[src/rtl/bsa_pkg.sv]
package bsa_pkg;

    localparam int COORD_BITS_DEF = 32;
    localparam int FRAC_BITS_DEF  = 16;
    localparam int TOL_BITS       = 16;
    localparam logic [TOL_BITS-1:0] TOL_RESET = 16'd66;

    localparam logic [1:0] CMD_POINT  = 2'd0;
    localparam logic [1:0] CMD_SPHERE = 2'd1;
    localparam logic [1:0] CMD_LOAD   = 2'd2;
    localparam logic [1:0] CMD_BOX    = 2'd3;

    localparam logic [2:0] REL_OUT        = 3'd0;
    localparam logic [2:0] REL_IN         = 3'd1;
    localparam logic [2:0] REL_ON         = 3'd2;
    localparam logic [2:0] REL_APART      = 3'd0;
    localparam logic [2:0] REL_TANGENT    = 3'd1;
    localparam logic [2:0] REL_OVERLAP    = 3'd2;
    localparam logic [2:0] REL_HELD_IN    = 3'd3;
    localparam logic [2:0] REL_INPUT_IN   = 3'd4;

    localparam logic [0:0] ADDR_TOLERANCE = 1'b0;

    typedef struct packed {
        logic [1:0]                   cmd;
        logic signed [COORD_BITS_DEF-1:0] in_x;
        logic signed [COORD_BITS_DEF-1:0] in_y;
        logic signed [COORD_BITS_DEF-1:0] in_z;
        logic [COORD_BITS_DEF-2:0]    in_radius;
        logic signed [COORD_BITS_DEF-1:0] box_x_high;
        logic signed [COORD_BITS_DEF-1:0] box_y_high;
        logic signed [COORD_BITS_DEF-1:0] box_z_high;
    } bsa_in_t;

    typedef struct packed {
        logic [2:0]                   relation;
        logic signed [COORD_BITS_DEF-1:0] out_x;
        logic signed [COORD_BITS_DEF-1:0] out_y;
        logic signed [COORD_BITS_DEF-1:0] out_z;
        logic [COORD_BITS_DEF-2:0]    out_radius;
        logic                         saturated;
    } bsa_out_t;

endpackage

[src/rtl/bounding_sphere_accumulator.sv]
// Channel | dir | payload         | handshake
// in      | in  | bsa_in_t        | in_valid / in_stall
// out     | out | bsa_out_t       | out_valid / out_stall
// cfg     | in  | tolerance (16b) | APB write at 0x0
//
// One item at a time. A distance is computed per axis as one difference step,
// 33 shift-add steps and one add; then 34 root steps (two radicand bits each).
// Per command: point or sphere kept/replaced, box (8 corners), sphere merge (per axis
// a difference, a shift-add multiply, a divide and an apply), load skips the distance.
// The next item is taken while a result waits; its own result holds the engine and
// the input stalls until the result register empties. Reset clears sphere, tolerance 66.
module bounding_sphere_accumulator
(
    input  logic                  clk,
    input  logic                  rst_n,
    input  logic                  in_valid,
    output logic                  in_stall,
    input  bsa_pkg::bsa_in_t      in_data,
    output logic                  out_valid,
    input  logic                  out_stall,
    output bsa_pkg::bsa_out_t     out_data,
    input  logic                  psel,
    input  logic                  penable,
    input  logic                  pwrite,
    input  logic [2:0]            paddr,
    input  logic [31:0]           pwdata,
    output logic [31:0]           prdata,
    output logic                  pready
);
    import bsa_pkg::*;

    localparam int C  = COORD_BITS_DEF;
    localparam int M  = C + 1;          // axis difference magnitude
    localparam int SQ = 2 * M + 2;      // sum of three squares
    localparam int RT = M + 1;          // root width
    localparam int NW = 2 * RT;         // dividend width for move

    localparam logic [3:0] S_IDLE  = 4'd0;
    localparam logic [3:0] S_DIFF  = 4'd1;
    localparam logic [3:0] S_MUL   = 4'd2;
    localparam logic [3:0] S_SQRT  = 4'd3;
    localparam logic [3:0] S_DECIDE= 4'd4;
    localparam logic [3:0] S_MDIFF = 4'd5;
    localparam logic [3:0] S_MMUL  = 4'd6;
    localparam logic [3:0] S_DIV   = 4'd7;
    localparam logic [3:0] S_MAPPLY= 4'd8;
    localparam logic [3:0] S_DONE  = 4'd9;

    logic [3:0]  state_reg;
    logic [TOL_BITS-1:0] tol_reg;
    logic signed [C-1:0] cx_reg, cy_reg, cz_reg;
    logic [C-2:0] rad_reg;
    bsa_in_t     item_reg;
    logic [2:0]  corner_reg;
    logic [1:0]  axis_reg;
    logic [7:0]  cnt_reg;
    logic [M-1:0] mag_reg;       // multiplicand
    logic [M-1:0] mplr_reg;      // multiplier, shifted right
    logic [SQ-1:0] prod_reg;     // partial product accumulator
    logic [SQ-1:0] sum_reg;      // sum of squares
    logic [RT-1:0] root_reg;
    logic [SQ+1:0] rrem_reg;     // root remainder
    logic [SQ-1:0] rsrc_reg;     // shifting radicand
    logic [RT-1:0] best_reg;
    logic [RT-1:0] d_reg;
    logic [RT-1:0] t_reg;
    logic [NW-1:0] num_reg;
    logic [RT:0]   drem_reg;
    logic [NW-1:0] q_reg;
    logic          neg_reg;
    logic [2:0]    rel_reg;
    logic [RT:0]   newr_reg;
    logic          sat_reg;      // radius clamped for the item in the engine
    logic          ovalid_reg;
    bsa_out_t      out_reg;

    // configuration
    assign pready = 1'b1;
    assign prdata = (paddr[2] == ADDR_TOLERANCE) ? {{(32-TOL_BITS){1'b0}}, tol_reg} : 32'd0;

    assign in_stall  = (state_reg != S_IDLE);
    assign out_valid = ovalid_reg;
    assign out_data  = out_reg;

    // selected point coordinate for current corner/axis
    logic signed [C-1:0] pt_c, ctr_c;
    always_comb
    begin
        case (axis_reg)
            2'd0:
            begin
                pt_c  = (item_reg.cmd == CMD_BOX && corner_reg[0]) ? item_reg.box_x_high
                                                                   : item_reg.in_x;
                ctr_c = cx_reg;
            end
            2'd1:
            begin
                pt_c  = (item_reg.cmd == CMD_BOX && corner_reg[1]) ? item_reg.box_y_high
                                                                   : item_reg.in_y;
                ctr_c = cy_reg;
            end
            default:
            begin
                pt_c  = (item_reg.cmd == CMD_BOX && corner_reg[2]) ? item_reg.box_z_high
                                                                   : item_reg.in_z;
                ctr_c = cz_reg;
            end
        endcase
    end

    logic signed [M-1:0] diff_c;
    assign diff_c = {pt_c[C-1], pt_c} - {ctr_c[C-1], ctr_c};

    // root step: two radicand bits a cycle
    logic [SQ+1:0] rrem_sh, rtrial;
    assign rrem_sh = {rrem_reg[SQ-1:0], rsrc_reg[SQ-1 -: 2]};
    assign rtrial  = {{(SQ+2-RT-2){1'b0}}, root_reg, 2'b01};

    // division step: one dividend bit a cycle
    logic [RT:0] drem_sh;
    assign drem_sh = {drem_reg[RT-1:0], num_reg[NW-1]};

    // sphere tests, on the distance just computed
    logic [RT+1:0] s_a, s_b, s_d, s_ab;
    assign s_a  = {5'd0, rad_reg};
    assign s_b  = {5'd0, item_reg.in_radius};
    assign s_d  = {2'd0, root_reg};
    assign s_ab = s_a + s_b;
    logic [RT+1:0] s_sum;
    assign s_sum = s_d + s_ab;

    logic signed [C:0] moved;
    logic [C:0] qext;
    assign qext  = q_reg[C:0];
    assign moved = neg_reg ? ({ctr_c[C-1], ctr_c} - $signed(qext))
                           : ({ctr_c[C-1], ctr_c} + $signed(qext));

    logic signed [C-1:0] moved_c;
    assign moved_c = moved[C-1:0];

    logic [RT-1:0] pd;
    assign pd = (item_reg.cmd == CMD_BOX) ? best_reg : root_reg;

    always_ff @(posedge clk or negedge rst_n)
    begin
        if (!rst_n)
        begin
            state_reg  <= S_IDLE;
            tol_reg    <= TOL_RESET;
            cx_reg     <= '0;
            cy_reg     <= '0;
            cz_reg     <= '0;
            rad_reg    <= '0;
            ovalid_reg <= 1'b0;
        end
        else
        begin
            if (psel && penable && pwrite && paddr[2] == ADDR_TOLERANCE)
                tol_reg <= pwdata[TOL_BITS-1:0];
            if (ovalid_reg && !out_stall && state_reg != S_DONE)
                ovalid_reg <= 1'b0;
            case (state_reg)
                S_IDLE:
                begin
                    if (in_valid)
                    begin
                        item_reg   <= in_data;
                        corner_reg <= '0;
                        axis_reg   <= '0;
                        best_reg   <= '0;
                        sum_reg    <= '0;
                        sat_reg    <= 1'b0;
                        state_reg  <= (in_data.cmd == CMD_LOAD) ? S_DECIDE : S_DIFF;
                    end
                end
                S_DIFF:
                begin
                    mag_reg   <= diff_c[M-1] ? -diff_c : diff_c;
                    mplr_reg  <= diff_c[M-1] ? -diff_c : diff_c;
                    prod_reg  <= '0;
                    cnt_reg   <= 8'(M);
                    state_reg <= S_MUL;
                end
                S_MUL:
                begin
                    // shift-add, one multiplier bit a cycle
                    if (cnt_reg == 8'd0)
                    begin
                        if (axis_reg == 2'd2)
                        begin
                            rsrc_reg  <= sum_reg + prod_reg;
                            rrem_reg  <= '0;
                            root_reg  <= '0;
                            cnt_reg   <= 8'(SQ / 2);
                            state_reg <= S_SQRT;
                        end
                        else
                        begin
                            sum_reg   <= sum_reg + prod_reg;
                            axis_reg  <= axis_reg + 2'd1;
                            state_reg <= S_DIFF;
                        end
                    end
                    else
                    begin
                        if (mplr_reg[0])
                            prod_reg <= prod_reg + ({{(SQ-M){1'b0}}, mag_reg}
                                                    << (8'(M) - cnt_reg));
                        mplr_reg <= mplr_reg >> 1;
                        cnt_reg  <= cnt_reg - 8'd1;
                    end
                end
                S_SQRT:
                begin
                    if (cnt_reg == 8'd0)
                    begin
                        axis_reg <= '0;
                        sum_reg  <= '0;
                        if (item_reg.cmd == CMD_BOX)
                        begin
                            if (root_reg > best_reg)
                                best_reg <= root_reg;
                            if (corner_reg == 3'd7)
                                state_reg <= S_DECIDE;
                            else
                            begin
                                corner_reg <= corner_reg + 3'd1;
                                state_reg  <= S_DIFF;
                            end
                        end
                        else
                            state_reg <= S_DECIDE;
                    end
                    else
                    begin
                        rsrc_reg <= rsrc_reg << 2;
                        if (rrem_sh >= rtrial)
                        begin
                            rrem_reg <= rrem_sh - rtrial;
                            root_reg <= {root_reg[RT-2:0], 1'b1};
                        end
                        else
                        begin
                            rrem_reg <= rrem_sh;
                            root_reg <= {root_reg[RT-2:0], 1'b0};
                        end
                        cnt_reg <= cnt_reg - 8'd1;
                    end
                end
                S_DECIDE:
                begin
                    if (item_reg.cmd == CMD_LOAD)
                    begin
                        cx_reg    <= item_reg.in_x;
                        cy_reg    <= item_reg.in_y;
                        cz_reg    <= item_reg.in_z;
                        rad_reg   <= item_reg.in_radius;
                        rel_reg   <= REL_OUT;
                        state_reg <= S_DONE;
                    end
                    else if (item_reg.cmd != CMD_SPHERE)
                    begin
                        state_reg <= S_DONE;
                        if (pd < {3'd0, rad_reg})
                            rel_reg <= REL_IN;
                        else if (pd - {3'd0, rad_reg} < {{(RT-TOL_BITS){1'b0}}, tol_reg})
                            rel_reg <= REL_ON;
                        else
                        begin
                            rel_reg <= REL_OUT;
                            if (pd > {3'd0, {(C-1){1'b1}}})
                            begin
                                rad_reg <= '1;
                                sat_reg <= 1'b1;
                            end
                            else
                                rad_reg <= pd[C-2:0];
                        end
                    end
                    else
                    begin
                        d_reg <= root_reg;
                        if (s_d + s_b <= s_a)
                        begin
                            rel_reg   <= REL_INPUT_IN;
                            state_reg <= S_DONE;
                        end
                        else if (s_d + s_a <= s_b)
                        begin
                            rel_reg   <= REL_HELD_IN;
                            cx_reg    <= item_reg.in_x;
                            cy_reg    <= item_reg.in_y;
                            cz_reg    <= item_reg.in_z;
                            rad_reg   <= item_reg.in_radius;
                            state_reg <= S_DONE;
                        end
                        else
                        begin
                            if (s_d >= s_ab)
                                rel_reg <= (s_d - s_ab < {{(RT+2-TOL_BITS){1'b0}}, tol_reg})
                                           ? REL_TANGENT : REL_APART;
                            else
                                rel_reg <= REL_OVERLAP;
                            newr_reg <= s_sum[RT+1:1];
                            t_reg    <= RT'(s_sum[RT+1:1] - s_a);
                            axis_reg <= '0;
                            state_reg <= S_MDIFF;
                        end
                    end
                end
                S_MDIFF:
                begin
                    neg_reg   <= diff_c[M-1];
                    mag_reg   <= diff_c[M-1] ? -diff_c : diff_c;
                    mplr_reg  <= t_reg[M-1:0];
                    num_reg   <= '0;
                    cnt_reg   <= 8'(M);
                    state_reg <= S_MMUL;
                end
                S_MMUL:
                begin
                    if (cnt_reg == 8'd0)
                    begin
                        drem_reg  <= '0;
                        q_reg     <= '0;
                        cnt_reg   <= 8'(NW);
                        state_reg <= S_DIV;
                    end
                    else
                    begin
                        if (mplr_reg[0])
                            num_reg <= num_reg + ({{(NW-M){1'b0}}, mag_reg}
                                                  << (8'(M) - cnt_reg));
                        mplr_reg <= mplr_reg >> 1;
                        cnt_reg  <= cnt_reg - 8'd1;
                    end
                end
                S_DIV:
                begin
                    if (cnt_reg == 8'd0)
                        state_reg <= S_MAPPLY;
                    else
                    begin
                        num_reg <= num_reg << 1;
                        if (d_reg != '0 && drem_sh >= {1'b0, d_reg})
                        begin
                            drem_reg <= drem_sh - {1'b0, d_reg};
                            q_reg    <= {q_reg[NW-2:0], 1'b1};
                        end
                        else
                        begin
                            drem_reg <= drem_sh;
                            q_reg    <= {q_reg[NW-2:0], 1'b0};
                        end
                        cnt_reg <= cnt_reg - 8'd1;
                    end
                end
                S_MAPPLY:
                begin
                    case (axis_reg)
                        2'd0:    cx_reg <= (d_reg == '0) ? cx_reg : moved_c;
                        2'd1:    cy_reg <= (d_reg == '0) ? cy_reg : moved_c;
                        default: cz_reg <= (d_reg == '0) ? cz_reg : moved_c;
                    endcase
                    if (axis_reg == 2'd2)
                    begin
                        if (newr_reg > {4'd0, {(C-1){1'b1}}})
                        begin
                            rad_reg <= '1;
                            sat_reg <= 1'b1;
                        end
                        else
                            rad_reg <= newr_reg[C-2:0];
                        state_reg <= S_DONE;
                    end
                    else
                    begin
                        axis_reg  <= axis_reg + 2'd1;
                        state_reg <= S_MDIFF;
                    end
                end
                S_DONE:
                begin
                    if (!ovalid_reg || !out_stall)
                    begin
                        out_reg.relation   <= rel_reg;
                        out_reg.out_x      <= cx_reg;
                        out_reg.out_y      <= cy_reg;
                        out_reg.out_z      <= cz_reg;
                        out_reg.out_radius <= rad_reg;
                        out_reg.saturated  <= sat_reg;
                        ovalid_reg         <= 1'b1;
                        state_reg          <= S_IDLE;
                    end
                end
                default:
                    state_reg <= S_IDLE;
            endcase
        end
    end

endmodule
[config.mk]
export PLATFORM = sky130hd
export DESIGN_NAME = bounding_sphere_accumulator
export DESIGN_NICKNAME = d
export VERILOG_FILES = /design/src/rtl/bsa_pkg.sv /design/src/rtl/bounding_sphere_accumulator.sv
export SDC_FILE = /design/constraint.sdc
export NUM_CORES = 2
export LEC_CHECK = 0
export BUFFER_PORTS_ARGS = -buffer_cell sky130_fd_sc_hd__buf_2
export CAP_MARGIN = 15
export CORE_ASPECT_RATIO = 1.25
export CORE_MARGIN = 5
export CORE_UTILIZATION = 57
export DETAILED_ROUTE_END_ITERATION = 6
export MAX_ROUTING_LAYER = met4
export PLACE_DENSITY_LB_ADDON = 0.3
export RECOVER_POWER = 50
export SLEW_MARGIN = 5
export SYNTH_ARGS = -nofsm -noshare
export SYNTH_HDL_FRONTEND = slang
export SYNTH_SLANG_ARGS = --single-unit
[constraint.sdc]
create_clock -name clk -period 16.2 [get_ports clk]
set_clock_uncertainty 0.1 [all_clocks]
set_input_delay 4.05 -clock clk [delete_from_list [all_inputs] [get_ports clk]]
set_output_delay 4.05 -clock clk [all_outputs]
set_load 0.05 [all_outputs]
After elaboration in Yosys (flattened, before gate mapping)
Cells that the tools add are included.
- add/subtract/negate cells: 20
- $lt $le $gt $ge: 11
- equality and inequality tests: 58
- shifts and indexed selects: 1
- multiplexer cells: 132
- bitwise operators: 5
- reductions and logical operators: 56
- operators with widths (kind ; count):
    68-bit two-way mux ; 16
    32-bit two-way mux ; 21
    68-bit case mux with 2 select lines ; 3
    68-bit case mux with 3 select lines ; 2
    32-bit case mux with 2 select lines ; 6
    34-bit two-way mux ; 11
    31-bit two-way mux ; 9
    68-bit adder ; 3
    34-bit case mux with 2 select lines ; 3
    33-bit case mux with 3 select lines ; 1
    34-bit by 31-bit adder with 35-bit output ; 2
    70-bit by 36-bit >= comparator with 1-bit output ; 1
    35-bit by 31-bit <= comparator with 1-bit output ; 2
    34-bit by 31-bit > comparator with 1-bit output (second input constant) ; 2
    33-bit by 8-bit << shifter with 68-bit output ; 1
    68-bit by 36-bit subtractor with 68-bit output ; 1
    33-bit two-way mux ; 2
    2-bit inequality test (second input constant) ; 31
    31-bit case mux with 2 select lines ; 1
    6-bit AND reduction ; 9
    4-bit two-way mux ; 12
    4-bit case mux with 10 select lines ; 1
    36-bit by 16-bit < comparator with 1-bit output ; 1
    34-bit by 32-bit adder with 35-bit output ; 1
    57 further kinds ; 141
- bits in registers: 1163
- bits of input ports: 267
- output and inout bits: 166
- word-level logic and storage cells: 324

Depth between registers and ports, before layout
- depth in word-level cells: 9
- depth in mapped cells: 35
- gate-level depth less buffers: 34

Worst setup path before layout
Ideal clock, no wire load.
- path kind: in2reg
- start point: in rst_n
- end point: reg root_reg[0], enable pin
- library setup time: 0.959 ns
- data arrival time: 16.569 ns
- data required time: 15.141 ns
- path slack: -1.428 ns
- stages on the path: 2
- path buffers: 1
- cell sequence: buf_1 a21boi_0
- word-level cells in the longest chain between the ends: 1
- ends and longest elaborated chain (element ; RTL line ; source):
    start, declared ; bounding_sphere_accumulator.sv:15 ; input logic rst_n,
    5-bit AND reduction (no source line) ; - ;
    end signal, assigned ; bounding_sphere_accumulator.sv:240 ; root_reg <= {root_reg[RT-2:0], 1'b1};
    end signal, assigned ; bounding_sphere_accumulator.sv:245 ; root_reg <= {root_reg[RT-2:0], 1'b0};
    end, declared ; bounding_sphere_accumulator.sv:61 ; logic [RT-1:0] root_reg;
Every way passes these cells.
A chain may end at the register's enable or synchronous reset.

Worst setup path in the final report
- start point: in rst_n
- end point: reg out_reg (netlist bit out_data[88]), enable pin
- word-level cells in the longest chain between the ends: 1
- ends and longest elaborated chain (element ; RTL line ; source):
    3-bit AND reduction (no source line) ; - ;
    end, declared ; bounding_sphere_accumulator.sv:75 ; bsa_out_t out_reg;
Every way passes these cells.

==> flow_metrics.env <==
export IMPL_wl_um=262000
export IMPL_cp_max_fo=70
export IMPL_power_leakage_uw=0.0369
export IMPL_worst_path_buf_inv=3
export IMPL_place_gp_congestion=1.02
export IMPL_switching_share_pct=44.0
export IMPL_yosysMostFrequentCell="edfxtp_1"
export IMPL_grt_pass1_vias=67100
export IMPL_synthDistinctLibCells=98
export IMPL_io_buffers=397
export IMPL_rsz0062_at_grt="no"
export IMPL_cts_root_buf="clkbuf_16"
export IMPL_switchingPower_uw=6790
export IMPL_start_kind="input port"
export IMPL_cts_setup_buffers=0
export IMPL_worst_pin_slew_ns=4.86
export IMPL_ant_nets=0
export IMPL_end_kind="flop"
export IMPL_synth_edff_count=1015
export IMPL_drv_cap=23
export IMPL_synth_common_cells="edfxtp_1 (1015), nand2_1 (776), a21oi_1 (714)"
export IMPL_slew_headroom_pct=-224
export IMPL_cts_resized=0
export IMPL_ys_ff_latch=1163
export IMPL_path_cells="clkbuf_1 -> and3_2 -> clkbuf_1 -> buf_4"
export IMPL_design_core_area_um2=143000
export IMPL_cts_buffers=120
export IMPL_design_area_um2=89600
export IMPL_vias=68500
export IMPL_synthTopCellsByArea="edfxtp_1 (37%), ha_1 (11%), dfrtp_1 (4.5%)"
export IMPL_yosysSeqAreaShare_pct=41.8
export IMPL_path_class="in -> reg"
export IMPL_violations="DRC, capacitance limit, slew limit"
export IMPL_p_clk_share_pct=19.1
export IMPL_period_share_pct=68.5
export IMPL_grt_max_degree=148
export IMPL_crit_family="buffers and inverters"
export IMPL_vdd_ir_drop_max_uv=133
export IMPL_cpMostUsedCell="clkbuf_1"
export IMPL_start_util_pct=57.3
export IMPL_min_period_ns=11.10
export IMPL_hp_start="cz_reg[26]"
export IMPL_synth_top_area_cell="edfxtp_1"
export IMPL_drt_iter0_markers=5665
export IMPL_dp_hpwl_um=200000
export IMPL_drtPass1Iterations=7
export IMPL_fin_nets=9724
export IMPL_drive_above_1_share_pct=9.56
export IMPL_stdcell_count=10700
export IMPL_required_ns=16.50
export IMPL_power_density_nw_per_um2=172
export IMPL_largest_register_ff_count=225
export IMPL_cts_tree="built"
export IMPL_htree_num_levels=3
export IMPL_clkLatencyLatePin_ns=0.80
export IMPL_synth_cells=8477
export IMPL_placed_cells=10500
export IMPL_die_y_um=434
export IMPL_r2r_worst_path_cells=26
export IMPL_fillers=12000
export IMPL_clock_sinks=1163
export IMPL_tns_ns=0
export IMPL_rrSetupSlack_ns=6.11
export IMPL_dpl_cell_area_um2=85700
export IMPL_syn_area_um2=81800
export IMPL_cts_buffer_depth=3
export IMPL_setup_viol=0
export IMPL_drv_slew=1180
export IMPL_overflow=0
export IMPL_die_x_um=349
export IMPL_cp_slowest_cell="clkbuf_1"
export IMPL_ios=433
export IMPL_hold_class="reg -> reg"
export IMPL_synth_top_cell_area_share_pct=37.2
export IMPL_cellInternalPower_uw=8620
export IMPL_die_area_um2=151000
export IMPL_worstHoldPathCells=0
export IMPL_seq_power_share_pct=27.0
export IMPL_track_usage_pct=34.4
export IMPL_cp_data_arrival_time_ns=11.40
export IMPL_ctsHoldBuffers=0
export IMPL_yosys_warnings=0
export IMPL_num_rows=155
export IMPL_hold_viol=0
export IMPL_synth_async_reset_ratio_pct=12.7
export IMPL_hold_path_end="out_data[58]"
export IMPL_critical_path_max_stage_delay_ns=3.40
export IMPL_synth_ff_type="edfxtp_1"
export IMPL_grt_pass1_wl_um=391000
export IMPL_antenna_found_initial=11
export IMPL_clkTransAtPathRegs_ns=0.06
export IMPL_area_growth_pct=9.53
export IMPL_syn_mean_instance_area_um2=9.65
export IMPL_crit_reg2reg_launch="cnt_reg[1]"
export IMPL_p_comb_share_pct=53.9
export IMPL_fmax_mhz=90.1
export IMPL_drc=2
export IMPL_reg2reg_to="prod_reg[62]"
export IMPL_via_per_inst=6.38
export IMPL_wire_per_inst_um=24.4
export IMPL_status="finished, violations left"
[how the worst max path moves through the flow]
stage / startpoint / endpoint / depth (start not counted) / slack [ns]
5_1_grt: rst_n / out_data[57] / 4 / 4.81
2_1_floorplan: rst_n / item_reg[0] / 3 / 1.61
4_1_cts: paddr[2] / prdata[4] / 3 / 7.35
3_5_place_dp: paddr[2] / prdata[4] / 3 / 7.35
6_report: rst_n / out_data[88] / 4 / 5.10
3_3_place_gp: paddr[2] / prdata[0] / 3 / 7.41
[stage by stage]
step / total power [µW] / setup WS [ns] / util, % / hold slack [ns]
after global placement: 12200 / 7.41 / 60.0 / 0.355
final: 15400 / 5.10 / 62.8 / 0.372
after global routing: 16300 / 4.81 / 62.8 / 0.386
after CTS: 15300 / 7.35 / 62.9 / 0.375
after detailed placement: 12300 / 7.35 / 60.1 / 0.360
after floorplan: 9960 / 1.61 / - / 0.300
[worst reg2reg max path, delay by kind of cell, from the launching register on]
family	cells	cell delay [ns]
buffers and inverters	5	2.84
AOI/OAI and AO/OA	7	2.50
and+or+nand+nor	9	2.44
adders and majority gates	3	1.20
xor gates and xnor gates	2	0.37
DFF	1	0.32
[metal layers]
metal	track usage [%]	vias up	part of all wire (%)
li1	-	31800	-
met1	39.0	33200	37
met2	58.5	2744	49
met3	3.61	733	5.9
met4	21.8	0	7.7
met5	-	-	0
[cell usage in the layout, fill, tap and decap left out, drive strengths merged, types with 50 or more instances in the layout]
master / count
a211oi: 70
a21o: 400
a21oi: 715
a22o: 74
a22oi: 52
a31oi: 61
and2: 68
and3: 56
buf: 410
clkbuf: 225
dfrtp: 146
edfxtp: 1015
ha: 693
inv: 463
mux2: 133
mux2i: 88
nand2: 776
nand2b: 80
nand3: 185
nand4: 98
nor2: 680
nor2b: 114
nor3: 147
o2111ai: 56
o211ai: 50
o21a: 119
o21ai: 607
o21bai: 87
o31ai: 53
xnor2: 364
xor2: 199
[power groups by stage]
stage	Clock [µW]	Combinational [µW]	Sequential [µW]
after global placement	0	7970	4200
after CTS	2970	8160	4150
after floorplan	0	5850	4100
final	2940	8310	4170
after global routing	3090	9000	4190
after detailed placement	0	8110	4200
[cell families (layout without fill, tap and decap cells)]
group                      count (synthesis)  in the layout  share of synthesized area [%]
AOI/OAI and AO/OA                       2581           2581                           20.2
xor gates and xnor gates                 563            563                           6.03
adders and majority gates                706            706                           10.9
buffers and inverters                    809           1166                           3.83
DFF                                     1163           1163                           41.8
muxes                                    241            241                           3.46
other                                      2             25                        0.00918
and+or+nand+nor                         2412           2412                           13.8
[cell type report]
type	count	area, µm²	area share, %
Tap cell	1884	2360	2.63
Sequential cell	1163	34200	38.1
Clock buffer	150	3190	3.55
Multi-Input combinational cell	6520	44700	49.9
Inverter	461	1730	1.93
Clock inverter	70	938	1.05
Antenna cell	8	20.0	0.0223
Timing Repair Buffer	485	2490	2.77
Power figures use the tool's default switching activity.
